$ cat src/imufd_pkg.sv
// ----------------------------------------------------------------------------
// imufd_pkg: shared types and constants of the imu frame decoder
// frame byte codes, result kinds, fixed-point scaling constants and the
// records passed between the parser and the scaling stage
// ----------------------------------------------------------------------------
package imufd_pkg;

  // frame layout
  localparam logic [7:0] HDR_BYTE      = 8'h55;
  localparam logic [7:0] TYPE_ACCEL    = 8'h51;
  localparam logic [7:0] TYPE_GYRO     = 8'h52;
  localparam logic [7:0] TYPE_ANGLE    = 8'h53;
  localparam logic [3:0] POS_HDR       = 4'd0;
  localparam logic [3:0] POS_TYPE      = 4'd1;
  localparam logic [3:0] POS_FIRST_DAT = 4'd2;
  localparam logic [3:0] POS_LAST_DAT  = 4'd9;
  localparam int unsigned PAYLOAD_LEN  = 8;

  localparam int unsigned DEF_FRAMES_PER_BURST = 3;

  // result kinds
  localparam logic [1:0] KIND_ACCEL = 2'd0;
  localparam logic [1:0] KIND_GYRO  = 2'd1;
  localparam logic [1:0] KIND_ANGLE = 2'd2;

  // field widths
  localparam int unsigned AXIS_W = 20;
  localparam int unsigned TEMP_W = 17;

  // temperature: floor(raw*64/85) + 9280 done as an unsigned reciprocal multiply
  // on (raw + 32768)*64 + 53, then a fixed offset
  localparam logic [21:0] TEMP_BIAS   = 22'd53;
  localparam logic [22:0] TEMP_RECIP  = 23'd6316129;   // ceil(2^29 / 85)
  localparam int unsigned TEMP_SHIFT  = 29;
  localparam logic signed [16:0] TEMP_OFFSET = 17'sd15393;

  // raw frame words handed from the parser to the scaler
  typedef struct packed {
    logic [1:0]         kind;
    logic signed [15:0] word_x;
    logic signed [15:0] word_y;
    logic signed [15:0] word_z;
    logic signed [15:0] word_t;
  } raw_frame_t;

  // one scaled result item
  typedef struct packed {
    logic [1:0]                kind;
    logic signed [AXIS_W-1:0]  axis_x;
    logic signed [AXIS_W-1:0]  axis_y;
    logic signed [AXIS_W-1:0]  axis_z;
    logic signed [TEMP_W-1:0]  temperature;
  } result_t;

  function automatic logic type_known(input logic [7:0] t);
    type_known = (t == TYPE_ACCEL) || (t == TYPE_GYRO) || (t == TYPE_ANGLE);
  endfunction

endpackage

$ cat src/imufd_scale.sv
// ----------------------------------------------------------------------------
// imufd_scale: fixed-point scaling of one raw frame
// turns the four signed words of a frame into x, y, z and temperature with
// 8 fractional bits, rounded toward minus infinity
// ----------------------------------------------------------------------------
module imufd_scale
  import imufd_pkg::*;
(
  input  raw_frame_t raw_i,
  output result_t    res_o
);

  logic signed [AXIS_W-1:0] x_s, y_s, z_s;
  logic [15:0]              t_bias;
  logic [21:0]              t_num;
  logic [44:0]              t_prod;
  logic [15:0]              t_quot;

  function automatic logic signed [AXIS_W-1:0] scale_axis(input logic [1:0] kind,
                                                           input logic signed [15:0] r);
    logic signed [AXIS_W-1:0] acc_v;
    logic signed [22:0]       gyro_p;
    logic signed [21:0]       ang_p;
    acc_v  = AXIS_W'(r) >>> 3;
    gyro_p = 23'(r) * 23'sd125;
    ang_p  = 22'(r) * 22'sd45;
    case (kind)
      KIND_ACCEL: scale_axis = acc_v;
      KIND_GYRO:  scale_axis = gyro_p[22:3];
      default:    scale_axis = AXIS_W'($signed(ang_p[21:5]));
    endcase
  endfunction

  assign x_s = scale_axis(raw_i.kind, raw_i.word_x);
  assign y_s = scale_axis(raw_i.kind, raw_i.word_y);
  assign z_s = scale_axis(raw_i.kind, raw_i.word_z);

  // offset binary keeps the divide-by-85 unsigned
  assign t_bias = {~raw_i.word_t[15], raw_i.word_t[14:0]};
  assign t_num  = {t_bias, 6'b0} + TEMP_BIAS;
  assign t_prod = 45'(t_num) * 45'(TEMP_RECIP);
  assign t_quot = t_prod[TEMP_SHIFT +: 16];

  always_comb begin
    res_o.kind        = raw_i.kind;
    res_o.axis_x      = x_s;
    res_o.axis_y      = y_s;
    res_o.axis_z      = z_s;
    res_o.temperature = $signed({1'b0, t_quot}) - TEMP_OFFSET;
  end

endmodule

$ cat src/imu_frame_decoder_top.sv
// ----------------------------------------------------------------------------
// imu_frame_decoder_top: 11-byte imu serial frame parser
// parses received uart bytes into acceleration, angular rate and angle items
// ----------------------------------------------------------------------------
// The block takes one item per clock while ready: a received byte (tuser low) or an
// idle-line marker (tuser high) that ends a burst. Each burst holds up to
// FRAMES_PER_BURST frames of header 0x55, type byte (0x51 accel, 0x52 gyro,
// 0x53 angle), four little-endian signed words and an unchecked checksum. A
// result item is formed when the last payload byte (position 9) is accepted; it
// is held in the parser register and goes through the scaling stage into the
// output queue; an idle marker that cuts a known frame short gives
// the same item with the missing bytes read as zero, and then clears all
// parser state. A wrong header stops the burst until idle; an unknown type
// frame is consumed without a result. Input and output are parted by a
// two-entry output queue, so bytes are taken every cycle while the consumer
// keeps up; tready drops once two results are held between the scaler
// register and the queue.
// ----------------------------------------------------------------------------
module imu_frame_decoder_top
  import imufd_pkg::*;
#(
  parameter int unsigned FRAMES_PER_BURST = DEF_FRAMES_PER_BURST
) (
  input  logic        clk_i,
  input  logic        rst_ni,
  // input stream
  input  logic        s_axis_tvalid_i,
  output logic        s_axis_tready_o,
  input  logic [7:0]  s_axis_tdata_i,   // [7:0] rx_byte
  input  logic        s_axis_tuser_i,   // [0] req_type (1 = line idle)
  // result stream
  output logic        m_axis_tvalid_o,
  input  logic        m_axis_tready_i,
  output logic [79:0] m_axis_tdata_o,   // [19:0] axis_x, [39:20] axis_y,
                                        // [59:40] axis_z, [76:60] temperature
  output logic [1:0]  m_axis_tuser_o    // [1:0] frame_kind
);

  localparam int unsigned FdW = $clog2(FRAMES_PER_BURST + 1);

  // parser state
  logic [3:0]     pos_q, pos_d;
  logic [FdW-1:0] frames_q, frames_d;
  logic           stopped_q, stopped_d;
  logic [7:0]     type_q, type_d;
  logic [7:0]     payload_q [PAYLOAD_LEN];
  logic [7:0]     payload_d [PAYLOAD_LEN];
  logic [7:0]     payload_upd [PAYLOAD_LEN];

  // parser to scaler register
  logic       raw_vld_q;
  raw_frame_t raw_q, raw_d;
  logic       emit;
  result_t    res_s;

  // output queue
  result_t    head_q, tail_q;
  logic [1:0] occ_q;
  logic       in_acc, out_pop;
  logic       active, data_pos;

  assign in_acc  = s_axis_tvalid_i && s_axis_tready_o;
  assign out_pop = m_axis_tvalid_o && m_axis_tready_i;

  // room for one more result counting the one in the scaler register
  assign s_axis_tready_o = (2'(occ_q) + 2'(raw_vld_q)) <= 2'd1;

  assign active   = !stopped_q && (frames_q < FdW'(FRAMES_PER_BURST));
  assign data_pos = (pos_q >= POS_FIRST_DAT) && (pos_q <= POS_LAST_DAT);

  // payload with the current data byte written in, used for the words of a result
  always_comb begin
    for (int i = 0; i < PAYLOAD_LEN; i++) begin
      payload_upd[i] = payload_q[i];
    end
    if (!s_axis_tuser_i && active && data_pos) begin
      payload_upd[3'(pos_q - POS_FIRST_DAT)] = s_axis_tdata_i;
    end
  end

  always_comb begin
    pos_d     = pos_q;
    frames_d  = frames_q;
    stopped_d = stopped_q;
    type_d    = type_q;
    for (int i = 0; i < PAYLOAD_LEN; i++) begin
      payload_d[i] = payload_q[i];
    end
    emit = 1'b0;
    if (in_acc) begin
      if (s_axis_tuser_i) begin
        // line idle: flush a cut-short known frame, then back to reset state
        emit      = active && data_pos && type_known(type_q);
        pos_d     = POS_HDR;
        frames_d  = '0;
        stopped_d = 1'b0;
        type_d    = '0;
        for (int i = 0; i < PAYLOAD_LEN; i++) begin
          payload_d[i] = '0;
        end
      end else if (active) begin
        if (pos_q == POS_HDR) begin
          if (s_axis_tdata_i != HDR_BYTE) begin
            stopped_d = 1'b1;
          end else begin
            type_d = '0;
            for (int i = 0; i < PAYLOAD_LEN; i++) begin
              payload_d[i] = '0;
            end
            pos_d = POS_TYPE;
          end
        end else if (pos_q == POS_TYPE) begin
          type_d = s_axis_tdata_i;
          pos_d  = POS_FIRST_DAT;
        end else if (data_pos) begin
          for (int i = 0; i < PAYLOAD_LEN; i++) begin
            payload_d[i] = payload_upd[i];
          end
          emit  = (pos_q == POS_LAST_DAT) && type_known(type_q);
          pos_d = pos_q + 4'd1;
        end else begin
          // checksum byte closes the frame
          pos_d    = POS_HDR;
          frames_d = frames_q + FdW'(1);
        end
      end
    end
  end

  always_comb begin
    raw_d.kind   = 2'(type_q - TYPE_ACCEL);
    raw_d.word_x = {payload_upd[1], payload_upd[0]};
    raw_d.word_y = {payload_upd[3], payload_upd[2]};
    raw_d.word_z = {payload_upd[5], payload_upd[4]};
    raw_d.word_t = {payload_upd[7], payload_upd[6]};
  end

  always_ff @(posedge clk_i or negedge rst_ni) begin
    if (!rst_ni) begin
      pos_q     <= POS_HDR;
      frames_q  <= '0;
      stopped_q <= 1'b0;
      type_q    <= '0;
      for (int i = 0; i < PAYLOAD_LEN; i++) begin
        payload_q[i] <= '0;
      end
      raw_vld_q <= 1'b0;
    end else begin
      pos_q     <= pos_d;
      frames_q  <= frames_d;
      stopped_q <= stopped_d;
      type_q    <= type_d;
      for (int i = 0; i < PAYLOAD_LEN; i++) begin
        payload_q[i] <= payload_d[i];
      end
      raw_vld_q <= emit;
    end
  end

  always_ff @(posedge clk_i) begin
    if (emit) begin
      raw_q <= raw_d;
    end
  end

  imufd_scale u_scale (
    .raw_i (raw_q),
    .res_o (res_s)
  );

  // two-entry output queue: head is shown on the port
  always_ff @(posedge clk_i or negedge rst_ni) begin
    if (!rst_ni) begin
      occ_q <= 2'd0;
    end else begin
      occ_q <= occ_q + 2'(raw_vld_q) - 2'(out_pop);
    end
  end

  always_ff @(posedge clk_i) begin
    if (raw_vld_q && ((occ_q == 2'd0) || ((occ_q == 2'd1) && out_pop))) begin
      head_q <= res_s;
    end else if (out_pop) begin
      head_q <= tail_q;
    end
    if (raw_vld_q && (occ_q != 2'd0) && !((occ_q == 2'd1) && out_pop)) begin
      tail_q <= res_s;
    end
  end

  assign m_axis_tvalid_o = occ_q != 2'd0;
  assign m_axis_tuser_o  = head_q.kind;
  assign m_axis_tdata_o  = {3'b000, head_q.temperature, head_q.axis_z,
                            head_q.axis_y, head_q.axis_x};

endmodule

$ cat config.mk
export PLATFORM = sky130hd
export DESIGN_NAME = imu_frame_decoder_top
export DESIGN_NICKNAME = d
export VERILOG_FILES = /design/src/imufd_pkg.sv /design/src/imufd_scale.sv /design/src/imu_frame_decoder_top.sv
export SDC_FILE = /design/constraint.sdc
export NUM_CORES = 1
export LEC_CHECK = 0
export BUFFER_PORTS_ARGS = -buffer_cell sky130_fd_sc_hd__buf_2
export CORE_ASPECT_RATIO = 1.25
export CORE_MARGIN = 3
export CORE_UTILIZATION = 40
export DETAILED_ROUTE_END_ITERATION = 12
export PLACE_DENSITY = 0.62
export SYNTH_ARGS = -nofsm -noshare
export SYNTH_HDL_FRONTEND = slang
export SYNTH_SLANG_ARGS = --single-unit
$ cat constraint.sdc
create_clock -name clk_i -period 24.7 [get_ports clk_i]
set_input_delay 7.41 -clock clk_i [delete_from_list [all_inputs] [get_ports clk_i]]
set_output_delay 7.41 -clock clk_i [all_outputs]
set_load 0.03 [all_outputs]
# After elaboration in Yosys (flattened, before gate mapping)
# Index checks and enable logic that the tools add are counted.
[classes] addsub=8 n_mul=7 order_cmp=6 n_eq_ne=13 mux=41 bitwise_logic=2 n_reduce_logical=35
[ops] operator="$mux W64" n=7
[ops] operator="$mux W79" n=2
[ops] operator="$pmux W20 S2" n=3
[ops] operator="$mul A16 B8 Y23 const B" n=3
[ops] operator="$mul A16 B7 Y22 const B" n=3
[ops] operator="$bwmux W64" n=1
[ops] operator="$mux W8" n=6
[ops] operator="$mul A22 B23 Y45 const B" n=1
[ops] operator="$demux W8 S3" n=1
[ops] operator="$eq A8 B7 Y1 const B" n=3
[ops] operator="$mux W4" n=6
[ops] operator="$add A22 B6 Y22 const B" n=1
[ops] operator="$sub A16 B14 Y17 const B" n=1
[ops] operator="$logic_and A1 B1 Y1" n=14
[ops] operator="$mux W1" n=10
[ops] operator="$mux W2" n=5
[ops] operator="$reduce_and A5 Y1" n=2
[ops] operator="$reduce_bool A2 Y1" n=5
[ops] operator="$ne A8 B7 Y1 const B" n=1
[ops] operator="$reduce_and A4 Y1" n=2
[ops] operator="$ne A2 B2 Y1 const B" n=3
[ops] operator="$ne A3 B3 Y1 const B" n=2
[ops] operator="$reduce_bool A3 Y1" n=2
[ops] operator="$add A4 B1 Y4 const B" n=1
[ops] operator="21 further kinds" n=27
[totals] ff_bits=306 in_bits=13 output_inout_bits=84 wordCells=141

# Logic depth before layout (Yosys ltp)
[logic_depth] ltp_word=13 mapped_depth=27 mapped_depth_nobuf=26

# Hierarchy
# Synthesis repeated with hierarchy kept, for this count alone.
[unflattened] hier_cells=2801 hier_area_um2=30854.6
[by_module_without_submodules] module="imufd_scale" n_inst=1 cells_per_inst=2065 area_each_um2=18675.4 seq_area_each_um2=0.0
[by_module_without_submodules] module="imu_frame_decoder_top" n_inst=1 cells_per_inst=736 area_each_um2=12179.2 seq_area_each_um2=8778.4

# Worst setup path before layout
# OpenSTA, ideal clock, no wires.
[synth_path] kind="input port to flip-flop" from="in s_axis_tuser_i" to="reg raw_vld_q" setup_ps=1168 arrival_ps=18179 required_ps=23532 slack_ps=5354 path_stages=3 path_buffers=1 cell_sequence="clkbuf_1 -> o21ai_0 -> a2111oi_0"
[synth_via] elab_chain_cells=2
[synth_rtl] element="start: declaration" line="imu_frame_decoder_top.sv:30" source="input logic s_axis_tuser_i,"
[synth_rtl] element="$mux W1" line="imu_frame_decoder_top.sv:91" source="if (s_axis_tuser_i) begin"
[synth_rtl] element="$mux W1" line="imu_frame_decoder_top.sv:90" source="if (in_acc) begin"
[synth_rtl] element="named net emit" line="imu_frame_decoder_top.sv:53" source="logic emit;"
[synth_rtl] element="end signal: assignment" line="imu_frame_decoder_top.sv:156" source="raw_vld_q <= emit;"
[synth_rtl] element="end: declaration" line="imu_frame_decoder_top.sv:51" source="logic raw_vld_q;"
# The timed path passes the listed nets, and every way through them passes these cells.
# A chain may end at the register's enable or synchronous reset.

# Worst setup path after layout
[layout_path] from="in m_axis_tready_i" to="reg head_q, in the netlist m_axis_tdata_o[71], data pin"
[layout_via] elab_chain_cells=5
[layout_rtl] element="start: declaration" line="imu_frame_decoder_top.sv:33" source="input logic m_axis_tready_i,"
[layout_rtl] element="$logic_and A1 B1 Y1" line="imu_frame_decoder_top.sv:63" source="assign out_pop = m_axis_tvalid_o && m_axis_tready_i;"
[layout_rtl] element="$logic_and A1 B1 Y1" line="imu_frame_decoder_top.sv:181" source="if (raw_vld_q && ((occ_q == 2'd0) || ((occ_q == 2'd1) && out_pop))) begin"
[layout_rtl] element="$logic_or A1 B1 Y1" line="imu_frame_decoder_top.sv:181"
[layout_rtl] element="$logic_and A1 B1 Y1" line="imu_frame_decoder_top.sv:181"
[layout_rtl] element="$mux W79" line="imu_frame_decoder_top.sv:181"
[layout_rtl] element="end signal: assignment" line="imu_frame_decoder_top.sv:182" source="head_q <= res_s;"
[layout_rtl] element="end signal: assignment" line="imu_frame_decoder_top.sv:184" source="head_q <= tail_q;"
[layout_rtl] element="end: declaration" line="imu_frame_decoder_top.sv:57" source="result_t head_q, tail_q;"
# Every way passes these cells.

==> impl_metrics.py <==
metrics = {
    "synthesis": {
        "ys_warn_count": 0,
        "async_flop_share_pct": 26.8,
        "synth_top_area_share_pct": 22.1,
        "synth_top_cell_by_area": "edfxtp_1",
        "synth_cell_types": 85,
        "ys.flop_type": "edfxtp_1",
        "netlist_instances": 2797,
        "synth-seq-area-share_pct": 28.9,
        "avgSynthCellArea_sq_um": 10.9,
        "synth_edf_count": 224,
        "syn_area_sq_um": 30400,
        "ys_top_cells_by_area": "edfxtp_1, fa_1, ha_1",
        "ys_ff_latch": 306,
    },
    "detailed_routing": {
        "ant_nets": 0,
        "wirelength_um": 65700,
        "firstDrtPassIters": 4,
        "drtIter0Drc": 1071,
        "viasPerCell": 5.09,
        "drc_errors": 0,
        "wl_per_cell_um": 17.0,
        "vias": 19700,
    },
    "setup_path": {
        "crit_start": "m_axis_tready_i",
        "start_kind": "input pin",
        "worst_setup_path_end_kind": "flop",
        "ff2ff_path_depth": 26,
        "critical_path_arrival_ns": 9.49,
        "regToRegStartpoint": "raw_q[8]$_DFFE_PP_",
        "r2r_slack_ns": 17.98,
        "endpoint": "m_axis_tdata_o[71]$_DFFE_PP_",
        "cp_max_fo": 42,
        "crit_type": "in2reg",
        "timing.rr.end": "m_axis_tdata_o[68]$_DFFE_PP_",
        "required_ns": 25.00,
    },
    "global_route": {
        "grt_overflow": 0,
        "grt_max_degree": 69,
        "antenna_found_initial": 1,
        "track_usage_pct": 17.2,
        "grt_pass1_wl_um": 110000,
        "grt_pass1_vias": 20600,
    },
    "sta": {
        "fin_setup_tns_ns": 0,
        "rsz0062_at_grt": "false",
        "fmax_mhz": 109,
        "fin_crit_ns": 9.19,
        "final-setup-viol-count": 0,
        "slew-limit-headroom_pct": 27.8,
        "slew_viol_final": 0,
        "clock_skew_ns": 0.0219,
        "worst_slack_ns": 15.51,
        "worst_hold_slack_ns": 0.502,
        "layout_worst_path_cycle_share_pct": 37.2,
        "hold_viol_final": 0,
        "worst_slew_pin_slew_ns": 1.08,
    },
    "layout": {
        "n_antenna_cell": 0,
        "final_common_cell": "inv_1",
        "mostFrequentLayoutCells": "inv_1, ha_1, fa_1",
        "syn_to_final_growth_pct": 8.30,
        "nets": 3626,
        "drive_above_1_share_pct": 10.4,
        "num-fill-cells": 7043,
    },
    "clocking": {
        "htree_levels": 1,
        "numCtsBuffers": 28,
        "hold_buffers": 0,
        "cts_buffer_depth": 3,
        "cts_tree": "yes",
        "cts_resized": 0,
        "root_buffer": "clkbuf_16",
        "cts_sinks": 306,
        "clk_latency_ns": 0.58,
        "cts_setup_buffers": 0,
        "clkTransAtPathRegs_ns": 0.07,
    },
    "floorplan": {
        "die_w_um": 253,
        "rows": 112,
        "die_area_sq_um": 79400,
        "ios": 97,
        "fp.dieH_um": 314,
        "coreArea_sq_um": 75000,
        "start_util_pct": 40.6,
    },
    "placement": {
        "dp_hpwl_um": 50700,
        "globalplace.congestion": 0.842,
        "io_buffers": 93,
        "pre_cts_ws_ns": 14.89,
    },
    "power": {
        "power_per_cell_area_nw_per_um2": 34.8,
        "p_leak_uw": 0.0172,
        "ir_drop_v": 0.0000414,
    },
    "min_path": {
        "hold_class": "reg2reg",
    },
    "status": {
        "status": "complete, no violations",
    },
    "run": {
        "max_cap_violations": 0,
    },
}
==> per-stage QoR <==
stage | instance area [sq um] | util, % | cells | total power [uW]
floorplan | 30400 | - | 2799 | 668
global placement | 32000 | 42.7 | 3810 | 707
detailed placement | 32000 | 42.7 | 3810 | 708
CTS | 32900 | 43.9 | 3862 | 1160
global route | 32900 | 43.9 | 3862 | 1190
finish | 32900 | 43.9 | 3862 | 1150
==> routing by layer <==
metal  routed length [um]  track usage (%)
met1                29500             22.9
met2                33700             31.2
met3                 1600             1.27
met4                  886             2.83
met5                   13                0
==> synthesized netlist by cell type, drive strengths merged, types with 9 or more instances <==
library cell	n
a211oi	17
a21o	49
a21oi	98
a22o	71
a31oi	16
and3	10
buf	22
clkbuf	46
dfrtp	82
edfxtp	224
fa	307
ha	435
inv	528
mux2	100
mux2i	33
nand2	213
nand2b	9
nand3	23
nor2	77
nor2b	19
nor3	26
o21a	16
o21ai	87
or2	12
or3	16
xnor2	93
xor2	41
==> state kept, by name, indices dropped and copies added (netlist names) <==
signal	count
stopped_q	1
type_q	8
frames_q	2
raw_vld_q	1
occ_q	2
raw_q	66
pos_q	4
tail_q	79
m_axis_tdata_o	77
m_axis_tuser_o	2
payload_q	64
==> cell families after synthesis <==
logic type	after synthesis	share of synthesized area (%)
simple gates	449	6.93
buf+inv	596	7.40
flops	306	28.9
mux	133	4.80
fa+ha+maj	742	38.1
compound gates	434	9.89
other cells	1	0.0123
xor+xnor	136	4.01
==> worst max-delay path, stage by stage <==
cell,delay [ns]
buf_2,0.08
inv_1,0.03
a21oi_1,0.35
and2_4,0.56
buf_4,0.60
a21oi_1,0.13
a31oi_1,0.16
o311ai_1,0.11
==> where the power goes <==
| group | total (uW) | switching, uW | internal [uW] |
|---|---|---|---|
| registers | 586 | 9.82 | 576 |
| logic | 109 | 86.2 | 22.8 |
| clock network | 452 | 208 | 243 |
==> area by class of cell <==
type,instances,area (sq um),area share [%]
clock buffers,38,843,2.56
clock inverters,14,101,0.308
flip-flops and latches,306,8780,26.6
inverters,528,1980,6.02
multi-input cells,1897,19400,59.0
repair buffers,110,596,1.81
well taps,969,1210,3.68
==> worst min-delay path by stage <==
stage                     slack (ns)  depth (start not counted)                       from                         to
final                           0.50                          1  payload_q[63]$_DFFE_PN0P_  payload_q[63]$_DFFE_PN0P_
after detailed placement        0.48                          1  payload_q[47]$_DFFE_PN0P_  payload_q[47]$_DFFE_PN0P_
after global placement          0.48                          2      type_q[7]$_DFFE_PN0P_      type_q[7]$_DFFE_PN0P_
after floorplan                 0.45                          0        raw_q[64]$_DFFE_PP_       tail_q[77]$_DFFE_PP_
after global routing            0.51                          1  payload_q[60]$_DFFE_PN0P_  payload_q[60]$_DFFE_PN0P_
after CTS                       0.50                          1  payload_q[60]$_DFFE_PN0P_  payload_q[60]$_DFFE_PN0P_
(Power assumes the default switching activity.)
